===== config.mk =====
export PLATFORM = sky130hd
export DESIGN_NAME = memory_region_statistics_core
export DESIGN_NICKNAME = d
export VERILOG_FILES = /design/src/sv/mrs_pkg.sv /design/src/sv/memory_region_statistics_core.sv /design/src/sv/mrs_ram.sv /design/src/sv/mrs_front.sv /design/src/sv/mrs_op_queue.sv /design/src/sv/mrs_back.sv
export SDC_FILE = /design/constraint.sdc
export NUM_CORES = 2
export LEC_CHECK = 0
export ABC_AREA = 1
export ABC_CLOCK_PERIOD_IN_PS = 15400
export BUFFER_PORTS_ARGS = -buffer_cell sky130_fd_sc_hd__buf_2
export CORE_ASPECT_RATIO = 1.5
export CORE_MARGIN = 5
export CORE_UTILIZATION = 50
export DETAILED_ROUTE_END_ITERATION = 10
export GPL_ROUTABILITY_DRIVEN = 0
export PLACE_DENSITY = 0.65
export SYNTH_ARGS = -nofsm -noshare
export SYNTH_HDL_FRONTEND = slang
export SYNTH_SLANG_ARGS = --single-unit

===== constraint.sdc =====
create_clock -name clk -period 15.4 [get_ports clk]
set_input_delay 0.77 -clock clk [delete_from_list [all_inputs] [get_ports clk]]
set_output_delay 0.77 -clock clk [all_outputs]
set_load 0.005 [all_outputs]

===== src/sv/mrs_pkg.sv =====
// shared constants, codes and the operation record for the region statistics block
// depends on nothing; every module but mrs_ram imports it
package mrs_pkg;

    localparam int PAGE_SHIFT = 12;
    localparam int BYTES_W    = 48;
    localparam int PROT_W     = 11;
    localparam int IDX_W      = 6;
    localparam int VAL_W      = 32;
    localparam int PAGES_W    = 32;

    // page number width and the grouping used by the top bit search
    localparam int PG_W      = BYTES_W - PAGE_SHIFT;
    localparam int GRP_W     = 8;
    localparam int GRP_N     = (PG_W + GRP_W - 1) / GRP_W;
    localparam int PG_PAD_W  = GRP_N * GRP_W;
    localparam int GRP_POS_W = $clog2(GRP_W);
    localparam int TOP_W     = $clog2(PG_PAD_W);

    localparam int BIN_COUNT = 36;
    localparam int BIN_W     = $clog2(BIN_COUNT);

    localparam int ACC_N     = 7;
    localparam int KIND_N    = 3;
    localparam int GUARD_BIT = 8;

    // counter index map
    localparam int IDX_FREE      = 0;
    localparam int IDX_MAPPED    = 1;
    localparam int IDX_RESERVED  = 4;
    localparam int IDX_COMMITTED = 5;
    localparam int IDX_GUARD     = 6;
    localparam int IDX_ACCESS    = 7;
    localparam int IDX_BINS      = 14;
    localparam int REG_CNT_N     = IDX_BINS;
    localparam int REG_CNT_W     = $clog2(REG_CNT_N);

    localparam int QUEUE_DEPTH = 4;
    localparam int QUEUE_PTR_W = $clog2(QUEUE_DEPTH);
    localparam int QUEUE_CNT_W = $clog2(QUEUE_DEPTH + 1);

    localparam int OUT_DEPTH = 4;
    localparam int OUT_PTR_W = $clog2(OUT_DEPTH);
    localparam int OUT_CNT_W = $clog2(OUT_DEPTH + 1);

    // action codes
    localparam logic [1:0] ACT_CLEAR   = 2'd0;
    localparam logic [1:0] ACT_ACCOUNT = 2'd1;
    localparam logic [1:0] ACT_READ    = 2'd2;

    // region state codes
    localparam logic [1:0] ST_FREE     = 2'd0;
    localparam logic [1:0] ST_RESERVED = 2'd1;

    // region kind codes
    localparam logic [1:0] KIND_MAPPED  = 2'd0;
    localparam logic [1:0] KIND_PRIVATE = 2'd2;

    typedef struct packed {
        logic [1:0]         action;
        logic [PAGES_W-1:0] pages;
        logic               is_free;
        logic               is_resv;
        logic [KIND_N-1:0]  kind_hot;
        logic               guard;
        logic [ACC_N-1:0]   access_hot;
        logic               bin_ok;
        logic [BIN_W-1:0]   bin;
        logic [IDX_W-1:0]   idx;
    } mrs_op_t;

endpackage


===== src/sv/memory_region_statistics_core.sv =====
// Memory region statistics core: page tallies over region descriptors.
// Input side is a queue: drive the item on the field ports with push high;
// the transfer happens on a rising edge where full is low. action selects
// clear, account or read; only a read gives a result, on the output queue.
// Result side: while empty is low the oldest result is on counter_value and
// echoed_index; it is taken on a rising edge where pop is high.
// Throughput is one item per cycle unless a full queue stalls it: every counter
// update is a single add in the back end, and span bins are a read-modify-write
// through the bin ram with a bypass for back-to-back hits on one bin.
// An accepted read passes the input register with the first half of the bin
// search, the op queue, the bin ram read and the result queue before it shows.
// If pop is held low the 4-entry result queue fills, the back end stops
// taking ops, the 4-entry op queue fills and full rises; nothing is lost.
// Reset (rst_n low, asynchronous) empties both queues and zeroes every
// counter at once; the bins use valid bits, so no clearing pass is needed.
// depends on mrs_pkg, mrs_front, mrs_op_queue, mrs_back
module memory_region_statistics_core
    import mrs_pkg::*;
(
    input  logic               clk,
    input  logic               rst_n,
    input  logic               push,
    output logic               full,
    input  logic [1:0]         action,
    input  logic [BYTES_W-1:0] region_bytes,
    input  logic [1:0]         region_state,
    input  logic [1:0]         region_kind,
    input  logic [PROT_W-1:0]  protect_bits,
    input  logic [IDX_W-1:0]   counter_index,
    output logic               empty,
    input  logic               pop,
    output logic [VAL_W-1:0]   counter_value,
    output logic [IDX_W-1:0]   echoed_index
);

    logic    fq_push;
    logic    fq_full;
    mrs_op_t fq_op;
    logic    bq_pop;
    logic    bq_empty;
    mrs_op_t bq_op;

    mrs_front u_front (
        .clk           (clk),
        .rst_n         (rst_n),
        .push          (push),
        .full          (full),
        .action        (action),
        .region_bytes  (region_bytes),
        .region_state  (region_state),
        .region_kind   (region_kind),
        .protect_bits  (protect_bits),
        .counter_index (counter_index),
        .q_push        (fq_push),
        .q_op          (fq_op),
        .q_full        (fq_full)
    );

    mrs_op_queue u_queue (
        .clk     (clk),
        .rst_n   (rst_n),
        .push    (fq_push),
        .push_op (fq_op),
        .full    (fq_full),
        .pop     (bq_pop),
        .head_op (bq_op),
        .empty   (bq_empty)
    );

    mrs_back u_back (
        .clk           (clk),
        .rst_n         (rst_n),
        .q_empty       (bq_empty),
        .q_op          (bq_op),
        .q_pop         (bq_pop),
        .empty         (empty),
        .pop           (pop),
        .counter_value (counter_value),
        .echoed_index  (echoed_index)
    );

endmodule


===== src/sv/mrs_ram.sv =====
// generic single write port, single read port ram with registered read data
// depends on nothing
module mrs_ram #(
    parameter int WIDTH = 32,
    parameter int DEPTH = 36
) (
    input  logic                     clk,
    input  logic                     we,
    input  logic [$clog2(DEPTH)-1:0] waddr,
    input  logic [WIDTH-1:0]         wdata,
    input  logic                     re,
    input  logic [$clog2(DEPTH)-1:0] raddr,
    output logic [WIDTH-1:0]         rdata
);

    logic [WIDTH-1:0] mem_reg [DEPTH];
    logic [WIDTH-1:0] rdata_reg;

    always_ff @(posedge clk)
    begin
        if (we)
        begin
            mem_reg[waddr] <= wdata;
        end
        // a read at the address being written returns the old word
        if (re)
        begin
            rdata_reg <= mem_reg[raddr];
        end
    end

    assign rdata = rdata_reg;

endmodule


===== src/sv/mrs_front.sv =====
// front end: input register, region classification and span bin search
// depends on mrs_pkg
module mrs_front
    import mrs_pkg::*;
(
    input  logic                clk,
    input  logic                rst_n,
    input  logic                push,
    output logic                full,
    input  logic [1:0]          action,
    input  logic [BYTES_W-1:0]  region_bytes,
    input  logic [1:0]          region_state,
    input  logic [1:0]          region_kind,
    input  logic [PROT_W-1:0]   protect_bits,
    input  logic [IDX_W-1:0]    counter_index,
    output logic                q_push,
    output mrs_op_t             q_op,
    input  logic                q_full
);

    logic                 f_valid_reg, f_valid_next;
    logic [1:0]           f_action_reg;
    logic [PAGES_W-1:0]   f_pages_reg;
    logic                 f_free_reg;
    logic                 f_resv_reg;
    logic [KIND_N-1:0]    f_kind_reg;
    logic                 f_guard_reg;
    logic [ACC_N-1:0]     f_acc_reg;
    logic [IDX_W-1:0]     f_idx_reg;
    logic [GRP_N-1:0]     grp_nz_reg;
    logic [GRP_POS_W-1:0] grp_pos_reg [GRP_N];

    logic                 accept;
    logic                 advance;
    logic [PG_PAD_W-1:0]  pg_pad;
    logic [GRP_N-1:0]     grp_nz;
    logic [GRP_POS_W-1:0] grp_pos [GRP_N];
    logic [ACC_N-1:0]     acc_raw;
    logic [KIND_N-1:0]    kind_hot;
    logic [TOP_W-1:0]     top_pos;
    logic                 top_found;
    logic [BIN_W-1:0]     bin_sel;
    logic                 act_known;

    assign full    = f_valid_reg && q_full;
    assign accept  = push && !full;
    assign advance = f_valid_reg && !q_full;

    // first half of the top bit search: one leading one per byte group
    assign pg_pad = PG_PAD_W'(region_bytes[BYTES_W-1:PAGE_SHIFT]);

    always_comb
    begin
        for (int g = 0; g < GRP_N; g++)
        begin
            grp_nz[g]  = |pg_pad[g*GRP_W +: GRP_W];
            grp_pos[g] = '0;
            for (int b = 0; b < GRP_W; b++)
            begin
                if (pg_pad[g*GRP_W + b])
                begin
                    grp_pos[g] = GRP_POS_W'(b);
                end
            end
        end
    end

    assign acc_raw = protect_bits[ACC_N-1:0];

    always_comb
    begin
        case (region_kind)
            KIND_MAPPED:  kind_hot = 3'b001;
            KIND_PRIVATE: kind_hot = 3'b100;
            default:      kind_hot = 3'b010;
        endcase
    end

    always_comb
    begin
        f_valid_next = f_valid_reg;
        if (accept)
        begin
            f_valid_next = 1'b1;
        end
        else if (advance)
        begin
            f_valid_next = 1'b0;
        end
    end

    always_ff @(posedge clk or negedge rst_n)
    begin
        if (!rst_n)
        begin
            f_valid_reg <= 1'b0;
        end
        else
        begin
            f_valid_reg <= f_valid_next;
        end
    end

    always_ff @(posedge clk)
    begin
        if (accept)
        begin
            f_action_reg <= action;
            f_pages_reg  <= region_bytes[PAGE_SHIFT +: PAGES_W];
            f_free_reg   <= (region_state == ST_FREE);
            f_resv_reg   <= (region_state == ST_RESERVED);
            f_kind_reg   <= kind_hot;
            f_guard_reg  <= protect_bits[GUARD_BIT];
            // lowest set access bit only
            f_acc_reg    <= acc_raw & (~acc_raw + ACC_N'(1));
            f_idx_reg    <= counter_index;
            grp_nz_reg   <= grp_nz;
            for (int g = 0; g < GRP_N; g++)
            begin
                grp_pos_reg[g] <= grp_pos[g];
            end
        end
    end

    // second half: highest non-empty group wins, clamp to the last bin
    always_comb
    begin
        top_pos   = '0;
        top_found = 1'b0;
        for (int g = 0; g < GRP_N; g++)
        begin
            if (grp_nz_reg[g])
            begin
                top_found = 1'b1;
                top_pos   = TOP_W'(g * GRP_W) + TOP_W'(grp_pos_reg[g]);
            end
        end
        if (int'(top_pos) > BIN_COUNT - 1)
        begin
            bin_sel = BIN_W'(BIN_COUNT - 1);
        end
        else
        begin
            bin_sel = BIN_W'(top_pos);
        end
    end

    // unknown actions are dropped here
    assign act_known = (f_action_reg == ACT_CLEAR) || (f_action_reg == ACT_ACCOUNT)
                    || (f_action_reg == ACT_READ);
    assign q_push = advance && act_known;

    always_comb
    begin
        q_op.action     = f_action_reg;
        q_op.pages      = f_pages_reg;
        q_op.is_free    = f_free_reg;
        q_op.is_resv    = f_resv_reg;
        q_op.kind_hot   = f_kind_reg;
        q_op.guard      = f_guard_reg;
        q_op.access_hot = f_acc_reg;
        q_op.bin_ok     = top_found;
        q_op.bin        = bin_sel;
        q_op.idx        = f_idx_reg;
    end

endmodule


===== src/sv/mrs_op_queue.sv =====
// short operation queue between the front end and the counter back end
// depends on mrs_pkg
module mrs_op_queue
    import mrs_pkg::*;
(
    input  logic    clk,
    input  logic    rst_n,
    input  logic    push,
    input  mrs_op_t push_op,
    output logic    full,
    input  logic    pop,
    output mrs_op_t head_op,
    output logic    empty
);

    mrs_op_t                entry_reg [QUEUE_DEPTH];
    logic [QUEUE_PTR_W-1:0] wr_ptr_reg, wr_ptr_next;
    logic [QUEUE_PTR_W-1:0] rd_ptr_reg, rd_ptr_next;
    logic [QUEUE_CNT_W-1:0] cnt_reg, cnt_next;
    logic                   do_push;
    logic                   do_pop;

    assign full    = (cnt_reg == QUEUE_CNT_W'(QUEUE_DEPTH));
    assign empty   = (cnt_reg == '0);
    assign do_push = push && !full;
    assign do_pop  = pop && !empty;
    assign head_op = entry_reg[rd_ptr_reg];

    always_comb
    begin
        wr_ptr_next = wr_ptr_reg;
        rd_ptr_next = rd_ptr_reg;
        cnt_next    = cnt_reg;
        if (do_push)
        begin
            wr_ptr_next = (wr_ptr_reg == QUEUE_PTR_W'(QUEUE_DEPTH - 1)) ? '0
                        : wr_ptr_reg + QUEUE_PTR_W'(1);
        end
        if (do_pop)
        begin
            rd_ptr_next = (rd_ptr_reg == QUEUE_PTR_W'(QUEUE_DEPTH - 1)) ? '0
                        : rd_ptr_reg + QUEUE_PTR_W'(1);
        end
        if (do_push && !do_pop)
        begin
            cnt_next = cnt_reg + QUEUE_CNT_W'(1);
        end
        else if (do_pop && !do_push)
        begin
            cnt_next = cnt_reg - QUEUE_CNT_W'(1);
        end
    end

    always_ff @(posedge clk or negedge rst_n)
    begin
        if (!rst_n)
        begin
            wr_ptr_reg <= '0;
            rd_ptr_reg <= '0;
            cnt_reg    <= '0;
        end
        else
        begin
            wr_ptr_reg <= wr_ptr_next;
            rd_ptr_reg <= rd_ptr_next;
            cnt_reg    <= cnt_next;
        end
    end

    always_ff @(posedge clk)
    begin
        if (do_push)
        begin
            entry_reg[wr_ptr_reg] <= push_op;
        end
    end

endmodule


===== src/sv/mrs_back.sv =====
// back end: counter registers, span bin ram with read-modify-write, result queue
// depends on mrs_pkg and mrs_ram
module mrs_back
    import mrs_pkg::*;
(
    input  logic             clk,
    input  logic             rst_n,
    input  logic             q_empty,
    input  mrs_op_t          q_op,
    output logic             q_pop,
    output logic             empty,
    input  logic             pop,
    output logic [VAL_W-1:0] counter_value,
    output logic [IDX_W-1:0] echoed_index
);

    logic [VAL_W-1:0]     cnt_reg [REG_CNT_N];
    logic [VAL_W-1:0]     cnt_next [REG_CNT_N];
    logic [BIN_COUNT-1:0] vld_reg, vld_next;
    logic                 fwd_valid_reg, fwd_valid_next;
    logic [BIN_W-1:0]     fwd_addr_reg;
    logic [VAL_W-1:0]     fwd_data_reg;

    logic                 m_inc_reg;
    logic                 m_read_reg;
    logic                 m_bin_rd_reg;
    logic [BIN_W-1:0]     m_addr_reg;
    logic [VAL_W-1:0]     m_val_reg;
    logic [IDX_W-1:0]     m_idx_reg;

    logic [VAL_W-1:0]     res_val_reg [OUT_DEPTH];
    logic [IDX_W-1:0]     res_idx_reg [OUT_DEPTH];
    logic [OUT_PTR_W-1:0] res_wr_reg, res_wr_next;
    logic [OUT_PTR_W-1:0] res_rd_reg, res_rd_next;
    logic [OUT_CNT_W-1:0] res_cnt_reg, res_cnt_next;

    logic                 go;
    logic                 is_clear;
    logic                 is_acct;
    logic                 is_read;
    logic                 bin_inc;
    logic                 bin_rd;
    logic [BIN_W-1:0]     ram_raddr;
    logic [VAL_W-1:0]     ram_rdata;
    logic [VAL_W-1:0]     flop_val;
    logic [VAL_W-1:0]     bin_val;
    logic [VAL_W-1:0]     res_val;
    logic                 res_pop;

    // leave room in the result queue for the read in flight
    assign go = !q_empty
             && ((res_cnt_reg + OUT_CNT_W'(m_read_reg)) < OUT_CNT_W'(OUT_DEPTH));
    assign q_pop = go;

    assign is_clear = go && (q_op.action == ACT_CLEAR);
    assign is_acct  = go && (q_op.action == ACT_ACCOUNT);
    assign is_read  = go && (q_op.action == ACT_READ);
    assign bin_inc  = is_acct && q_op.is_free && q_op.bin_ok;
    assign bin_rd   = is_read && (q_op.idx >= IDX_W'(IDX_BINS))
                   && (q_op.idx < IDX_W'(IDX_BINS + BIN_COUNT));
    assign ram_raddr = bin_inc ? q_op.bin : BIN_W'(q_op.idx - IDX_W'(IDX_BINS));

    assign flop_val = (q_op.idx < IDX_W'(REG_CNT_N)) ? cnt_reg[q_op.idx[REG_CNT_W-1:0]] : '0;

    always_comb
    begin
        for (int i = 0; i < REG_CNT_N; i++)
        begin
            cnt_next[i] = cnt_reg[i];
        end
        if (is_clear)
        begin
            for (int i = 0; i < REG_CNT_N; i++)
            begin
                cnt_next[i] = '0;
            end
        end
        else if (is_acct)
        begin
            if (q_op.is_free)
            begin
                cnt_next[IDX_FREE] = cnt_reg[IDX_FREE] + q_op.pages;
            end
            else
            begin
                for (int k = 0; k < KIND_N; k++)
                begin
                    if (q_op.kind_hot[k])
                    begin
                        cnt_next[IDX_MAPPED + k] = cnt_reg[IDX_MAPPED + k] + q_op.pages;
                    end
                end
                if (q_op.is_resv)
                begin
                    cnt_next[IDX_RESERVED] = cnt_reg[IDX_RESERVED] + q_op.pages;
                end
                else
                begin
                    cnt_next[IDX_COMMITTED] = cnt_reg[IDX_COMMITTED] + q_op.pages;
                    if (q_op.guard)
                    begin
                        cnt_next[IDX_GUARD] = cnt_reg[IDX_GUARD] + q_op.pages;
                    end
                    for (int b = 0; b < ACC_N; b++)
                    begin
                        if (q_op.access_hot[b])
                        begin
                            cnt_next[IDX_ACCESS + b] = cnt_reg[IDX_ACCESS + b] + q_op.pages;
                        end
                    end
                end
            end
        end
    end

    mrs_ram #(
        .WIDTH (VAL_W),
        .DEPTH (BIN_COUNT)
    ) u_bins (
        .clk   (clk),
        .we    (m_inc_reg),
        .waddr (m_addr_reg),
        .wdata (bin_val + VAL_W'(1)),
        .re    (bin_inc || bin_rd),
        .raddr (ram_raddr),
        .rdata (ram_rdata)
    );

    // latest write bypasses the ram; a bin never written since clear reads zero
    assign bin_val = (fwd_valid_reg && (fwd_addr_reg == m_addr_reg)) ? fwd_data_reg
                   : (vld_reg[m_addr_reg] ? ram_rdata : '0);

    always_comb
    begin
        vld_next       = vld_reg;
        fwd_valid_next = fwd_valid_reg;
        if (m_inc_reg)
        begin
            vld_next[m_addr_reg] = 1'b1;
            fwd_valid_next       = 1'b1;
        end
        // a clear is younger than the increment finishing alongside it
        if (is_clear)
        begin
            vld_next       = '0;
            fwd_valid_next = 1'b0;
        end
    end

    assign res_val = m_bin_rd_reg ? bin_val : m_val_reg;
    assign res_pop = pop && !empty;

    always_comb
    begin
        res_wr_next  = res_wr_reg;
        res_rd_next  = res_rd_reg;
        res_cnt_next = res_cnt_reg;
        if (m_read_reg)
        begin
            res_wr_next = (res_wr_reg == OUT_PTR_W'(OUT_DEPTH - 1)) ? '0
                        : res_wr_reg + OUT_PTR_W'(1);
        end
        if (res_pop)
        begin
            res_rd_next = (res_rd_reg == OUT_PTR_W'(OUT_DEPTH - 1)) ? '0
                        : res_rd_reg + OUT_PTR_W'(1);
        end
        if (m_read_reg && !res_pop)
        begin
            res_cnt_next = res_cnt_reg + OUT_CNT_W'(1);
        end
        else if (res_pop && !m_read_reg)
        begin
            res_cnt_next = res_cnt_reg - OUT_CNT_W'(1);
        end
    end

    always_ff @(posedge clk or negedge rst_n)
    begin
        if (!rst_n)
        begin
            for (int i = 0; i < REG_CNT_N; i++)
            begin
                cnt_reg[i] <= '0;
            end
            vld_reg       <= '0;
            fwd_valid_reg <= 1'b0;
            m_inc_reg     <= 1'b0;
            m_read_reg    <= 1'b0;
            res_wr_reg    <= '0;
            res_rd_reg    <= '0;
            res_cnt_reg   <= '0;
        end
        else
        begin
            for (int i = 0; i < REG_CNT_N; i++)
            begin
                cnt_reg[i] <= cnt_next[i];
            end
            vld_reg       <= vld_next;
            fwd_valid_reg <= fwd_valid_next;
            m_inc_reg     <= bin_inc;
            m_read_reg    <= is_read;
            res_wr_reg    <= res_wr_next;
            res_rd_reg    <= res_rd_next;
            res_cnt_reg   <= res_cnt_next;
        end
    end

    always_ff @(posedge clk)
    begin
        if (m_inc_reg)
        begin
            fwd_addr_reg <= m_addr_reg;
            fwd_data_reg <= bin_val + VAL_W'(1);
        end
        m_bin_rd_reg <= bin_rd;
        m_addr_reg   <= ram_raddr;
        m_val_reg    <= flop_val;
        m_idx_reg    <= q_op.idx;
        if (m_read_reg)
        begin
            res_val_reg[res_wr_reg] <= res_val;
            res_idx_reg[res_wr_reg] <= m_idx_reg;
        end
    end

    assign empty         = (res_cnt_reg == '0);
    assign counter_value = res_val_reg[res_rd_reg];
    assign echoed_index  = res_idx_reg[res_rd_reg];

endmodule


## After elaboration in Yosys (flattened, before gate mapping)

Memory sizes are Yosys's and may differ from the RTL's. A register that Yosys moved wholly into a read port is not among the register bits.
Cells that the tools add are included.

- Output and inout bits: 40
- Register bits: 643
- ROM bits: 0
- Memories: 5
- RAM bits: 1559
- Bits of input ports: 75
- Latch bits: 0

Memories:

| memory | depth | width | rd ports | clocked after Yosys merged registers in | wr ports | line | text |
|---|---|---|---|---|---|---|---|
| u_back.u_bins.mem_reg | 36 | 32 | 1 | 1 | 1 | mrs_ram.sv:16 | `logic [WIDTH-1:0] mem_reg [DEPTH];` |
| u_queue.entry_reg | 4 | 60 | 1 | 0 | 1 | mrs_op_queue.sv:16 | `mrs_op_t entry_reg [QUEUE_DEPTH];` |
| u_back.res_val_reg | 4 | 32 | 1 | 0 | 1 | mrs_back.sv:31 | `logic [VAL_W-1:0] res_val_reg [OUT_DEPTH];` |
| u_back.res_idx_reg | 4 | 6 | 1 | 0 | 1 | mrs_back.sv:32 | `logic [IDX_W-1:0] res_idx_reg [OUT_DEPTH];` |
| u_front.grp_pos_reg | 5 | 3 | 5 | 0 | 5 | mrs_front.sv:31 | `logic [GRP_POS_W-1:0] grp_pos_reg [GRP_N];` |

- Equal/unequal tests: 14
- Order comparisons: 8
- Multiply operators: 0
- $add $sub $neg: 30
- Bitwise logic cells: 4
- Reductions and logical operators: 75
- Divide/modulo/power cells: 0
- Shift operators: 0
- Muxes and demuxes: 93

Operators with widths:

| cell | number |
|---|---|
| 2-to-1 mux 448 bit | 2 |
| 2-to-1 mux 32 bit | 18 |
| adder 32 bit | 14 |
| 2-to-1 mux 416 bit | 1 |
| 2-to-1 mux 288 bit | 1 |
| binary-select mux 32 bit (select 4 bit) | 1 |
| 2-to-1 mux 36 bit | 2 |
| 2-to-1 mux 3 bit | 23 |
| 2-to-1 mux 6 bit | 6 |
| OR 36 bit | 1 |
| nonzero test 2 bit | 18 |
| adder 32 x 1 -> 32 bit (second input constant) | 1 |
| AND reduction 4 bit | 8 |
| OR reduction 8 bit | 4 |
| 2-to-1 mux 1 bit | 24 |
| 2-to-1 mux 2 bit | 12 |
| logical AND 1 bit | 21 |
| AND reduction 3 bit | 5 |
| equality test 2 bit (second input constant) | 7 |
| adder 5 x 3 -> 6 bit (first input constant) | 2 |
| adder 2 x 1 -> 2 bit (second input constant) | 4 |
| zero test 1 bit | 8 |
| zero test 2 bit | 4 |
| adder 7 x 1 -> 7 bit (second input constant) | 1 |
| 29 further kinds | 36 |

## Logic depth before layout (Yosys ltp)

- Word-level depth: 9
- Mapped depth: 28
- Mapped depth without buffers: 21

## Cells and area by module

A second synthesis with hierarchy kept.

- Cells, all modules: 12555
- Area total of the unflattened synthesis: 116050.1 µm²

Modules (own cells, without submodules):

| module | times used | cells each | area an instance (µm²) |
|---|---|---|---|
| mrs_back | 1 | 7718 | 55359.3 |
| mrs_ram | 1 | 3860 | 47549.4 |
| mrs_op_queue | 1 | 761 | 10333.7 |
| mrs_front | 1 | 216 | 2807.7 |

## Worst setup path after synthesis

No wires, ideal clock.

- Path type: register -> register
- Start point: register u_queue.rd_ptr_reg[0]
- End point: register u_back.u_bins.rdata_reg[0] (netlist: u_back.u_bins.rdata[0]) (read register of u_back.u_bins.mem_reg) (enable)
- Cell stages (with the launch flop): 15
- Period minus slack after synthesis: 4.842 ns
- Path buffers: 6
- Arrival time: 4.376 ns
- Data required time: 14.934 ns
- Setup slack: 10.558 ns
- Cells stage by stage: dfrtp_1 -> buf_4 -> inv_2 -> buf_6 -> buf_6 -> nand2_1 -> a32oi_2 -> buf_2 -> buf_2 -> buf_2 -> ha_1 -> inv_1 -> nor2_1 -> a21oi_1 -> o21ai_0

RTL lines:

| element | line | text |
|---|---|---|
| start: declaration | mrs_op_queue.sv:18 | `logic [QUEUE_PTR_W-1:0] rd_ptr_reg, rd_ptr_next;` |
| start signal: assignment | mrs_op_queue.sv:65 | `rd_ptr_reg <= rd_ptr_next;` |
| end: declaration | mrs_ram.sv:17 | `logic [WIDTH-1:0] rdata_reg;` |

## Final worst setup path

- Start point: register u_queue.rd_ptr_reg[0]
- End point: register u_back.u_bins.rdata_reg[6] (netlist: u_back.u_bins.rdata[6]) (read register of u_back.u_bins.mem_reg), data pin

- Word-level cells in the longest chain between the ends: 6
- Elaborated cells on any way between the ends: 14
- Those cells by class: add/sub: 1; order compare: 2; eq/ne: 2; mux: 1; reduce/logical: 7; memory: 1

Ends and longest elaborated chain:

| element |
|---|
| memory (4 x 60 bit) (*) |
| parallel branches: the longest is 5 deep, another holds >= comparator 6 x 4 -> 1 bit |

Mark *: on every way between the ends.
A chain may end at the register's enable or synchronous reset.

==> flow_summary.yaml <==
timing:
  hold_violations: 0
  hold_ws_ps: 88.08
  worst_pin_slew_ps: 1424
  finClkSkew_ps: 65.84
  period_share_pct: 49.52
  worst_slack_ps: 7775
  fmax_ghz: 0.1311
  fin_tns_setup_ps: 0
  final-max-slew-violation-count: 0
  relSlewSlack_pct: 4.090
  finalSetupViolations: 0
  grt_setup_unrepaired: "no"
  finalCriticalPeriod_ps: 7625
floorplanning:
  die_h_um: 603.2
  die_area_sq_um: 244600
  initial_core_util_pct: 50.29
  pin_count: 115
  num_rows: 217
  fp.dieW_um: 405.5
  core_sq_um: 233200
synthesis:
  syn_nets: 13660
  synth_edf_count: 1686
  synth_warnings: 0
  synth_top_area_share_pct: 43.16
  syn_inst: 13120
  yosys.area.top_type: "edfxtp_1"
  postSynth.asyncResetShare_pct: 22.48
  synth_area_leaders: "edfxtp_1, dfrtp_1, nand2_1"
  ys_seq_area_share_pct: 54.64
  syn-cell-area_sq_um: 117300
  synthDistinctLibCells: 63
  avgSynthCellArea_sq_um: 8.942
  ys.flop_type: "edfxtp_1"
  ys_ff_latch: 2233
worst_setup_path:
  cp_max_fo: 144
  cp-start-kind: "register"
  end_kind: "register"
  required_ps: 16040
  rrSetupSlack_ps: 7770
  rr_endpoint: "u_back.u_bins.rdata[6]"
  path_class: "register to register"
  cp.arrival_ps: 8270
  worstRegToRegCells: 19
  reg2reg_from: "u_queue.rd_ptr_reg[0]"
run:
  drv_cap: 0
routing:
  via_per_inst: 5.845
  drtIter0Drc: 8990
  wl_per_cell_um: 23.41
  wirelength_um: 382600
  dr.pass1.iters: 11
  drc: 2
  ant_nets: 0
  vias: 95520
cells_and_area:
  largest_register_ffs: 1152
  filler_cell_count: 20370
  nNetsFinal: 13650
  layout-drive-gt1-share_pct: 5.936
  area_growth_pct: 9.558
  utilization_pct: 55.10
cts:
  hold_buffers: 1
  postCtsSetupRepairBufs: 0
  clock-sinks: 2233
  cts_max_path_buffers: 4
  root_buffer: "clkbuf_16"
  htree_levels: 4
  cts-buffers-inserted: 216
  cts_resized: 0
  cts_tree: "built"
  cts.clk_slew.worst_paths_ps: 70
  clk_latency_ps: 910
global_routing:
  track_usage_pct: 30.54
  grt_pass1_wl_um: 563300
  grt_max_degree: 207
  grt_pass1_vias: 92920
  antenna_found_initial: 14
  overflow: 0
placement:
  dpl_worst_slack_ps: 7933
  hpwlAfterDp_um: 247700
  io_buffers: 99
worst_hold_path:
  worstHoldStart: "region_bytes[28]"
  hold_depth: 1
  min_path_type: "input pin to register"
  worstHoldEndpoint: "u_front.f_pages_reg[16]"
status:
  outcome: "finished, violations left"
  violations: "design-rule violations"
## worst max-delay path by stage
| stage | from | to | slack, ps |
|---|---|---|---|
| 2_1_floorplan | u_queue.rd_ptr_reg[0] | u_back.u_bins.rdata[0] | 10560 |
| 5_1_grt | u_queue.rd_ptr_reg[0] | u_back.u_bins.rdata[4] | 7430 |
| 4_1_cts | u_queue.rd_ptr_reg[0] | u_back.u_bins.rdata[6] | 7930 |
| 3_3_place_gp | u_queue.rd_ptr_reg[0] | u_back.u_bins.rdata[8] | 8080 |
| 3_5_place_dp | u_queue.rd_ptr_reg[0] | u_back.u_bins.rdata[6] | 7930 |
| 6_report | u_queue.rd_ptr_reg[0] | u_back.u_bins.rdata[6] | 7770 |
## per-layer routing
layer  up-vias  routed length (um)  part of all wire [%]  global-route usage [%]
met5         -                  48                 0.013                       0
met4         8               38220                    10                   25.09
met3      1316               27420                   7.2                   4.357
met2      4146              181500                    47                   51.03
met1     45710              135400                    35                   34.82
li1      44340                   -                     -                       -
## cells in the mapped netlist, drive strengths merged, types with 8 or more instances
master,number
nand2,3160
edfxtp,1686
inv,1616
o21ai,1225
nand3,1170
nor2,970
a21oi,809
dfrtp,502
ha,448
buf,312
clkbuf,187
o22ai,149
xor2,109
xnor2,99
o21bai,83
nand4,78
nor3,59
a21o,57
a31oi,48
dfxtp,45
o211ai,45
or2,31
nor4,26
a221oi,25
a21boi,19
o21a,19
nand3b,18
o31ai,17
fa,16
o311ai,16
a22o,11
clkinv,10
a41oi,9
o221ai,8
## kinds of logic (layout without fill, tap and decap cells)
family                     Yosys count  count (layout)  share of synthesized area [%]
other                                0               3                              0
buffers and inverters             2125            2283                          7.215
muxes                                2               2                        0.01920
adders and majority gates          464             464                          5.052
AOI/OAI and AO/OA                 2572            2572                          12.09
DFF                               2233            2233                          54.64
xor gates and xnor gates           208             208                          1.553
and+or+nand+nor                   5513            5513                          19.43
## cell type report
cell class / count / area, sq um / area share, %
Sequential cell: 2233 / 64100 / 49.88
Multi-Input combinational cell: 8759 / 45660 / 35.53
Inverter: 1626 / 6117 / 4.760
Clock buffer: 277 / 5827 / 4.534
Tap cell: 3066 / 3836 / 2.985
Timing Repair Buffer: 273 / 1902 / 1.480
Clock inverter: 107 / 1062 / 0.8266
Antenna cell: 3 / 7.507 / 0.005842
## through the flow
| stage | instances | area, sq um |
|---|---|---|
| 3_5_place_dp | 15960 | 121600 |
| 2_1_floorplan | 13120 | 117300 |
| 3_3_place_gp | 15960 | 121600 |
| 6_report | 16340 | 128500 |
| 4_1_cts | 16340 | 128500 |
| 5_1_grt | 16340 | 128500 |
## worst max-delay path: stages, from the launching register on
cell and delay (ps):
dfrtp_4 710, clkinv_2 350, buf_4 830, nand2_1 170, nand2_1 120, nand2_1 50
nand2_1 150, nand2_1 100, nor2_4 140, nand4_4 720, nand2_8 1040, buf_4 820
buf_4 850, nand2_1 130, nand3_1 130, nand3_1 90, nand3_1 130, nand3_1 150
nand3_1 180, nand2_1 80
## cell usage in the layout, fill, tap and decap left out, drive strengths merged, types with 16 or more instances in the layout
cell type	netlist	routed
a21boi	19	19
a21o	57	57
a21oi	809	809
a221oi	25	25
a31oi	48	48
buf	312	272
bufinv	0	17
clkbuf	187	277
clkinv	10	79
clkinvlp	0	19
dfrtp	502	502
dfxtp	45	45
edfxtp	1686	1686
fa	16	16
ha	448	448
inv	1616	1618
nand2	3160	3160
nand3	1170	1170
nand3b	18	18
nand4	78	78
nor2	970	970
nor3	59	59
nor4	26	26
o211ai	45	45
o21a	19	19
o21ai	1225	1225
o21bai	83	83
o22ai	149	149
o311ai	16	16
o31ai	17	17
or2	31	31
xnor2	99	99
xor2	109	109
Power is left out: the tool's default activity adds up to more than one toggle a clock period on the data nets, which glitch-free logic cannot reach.
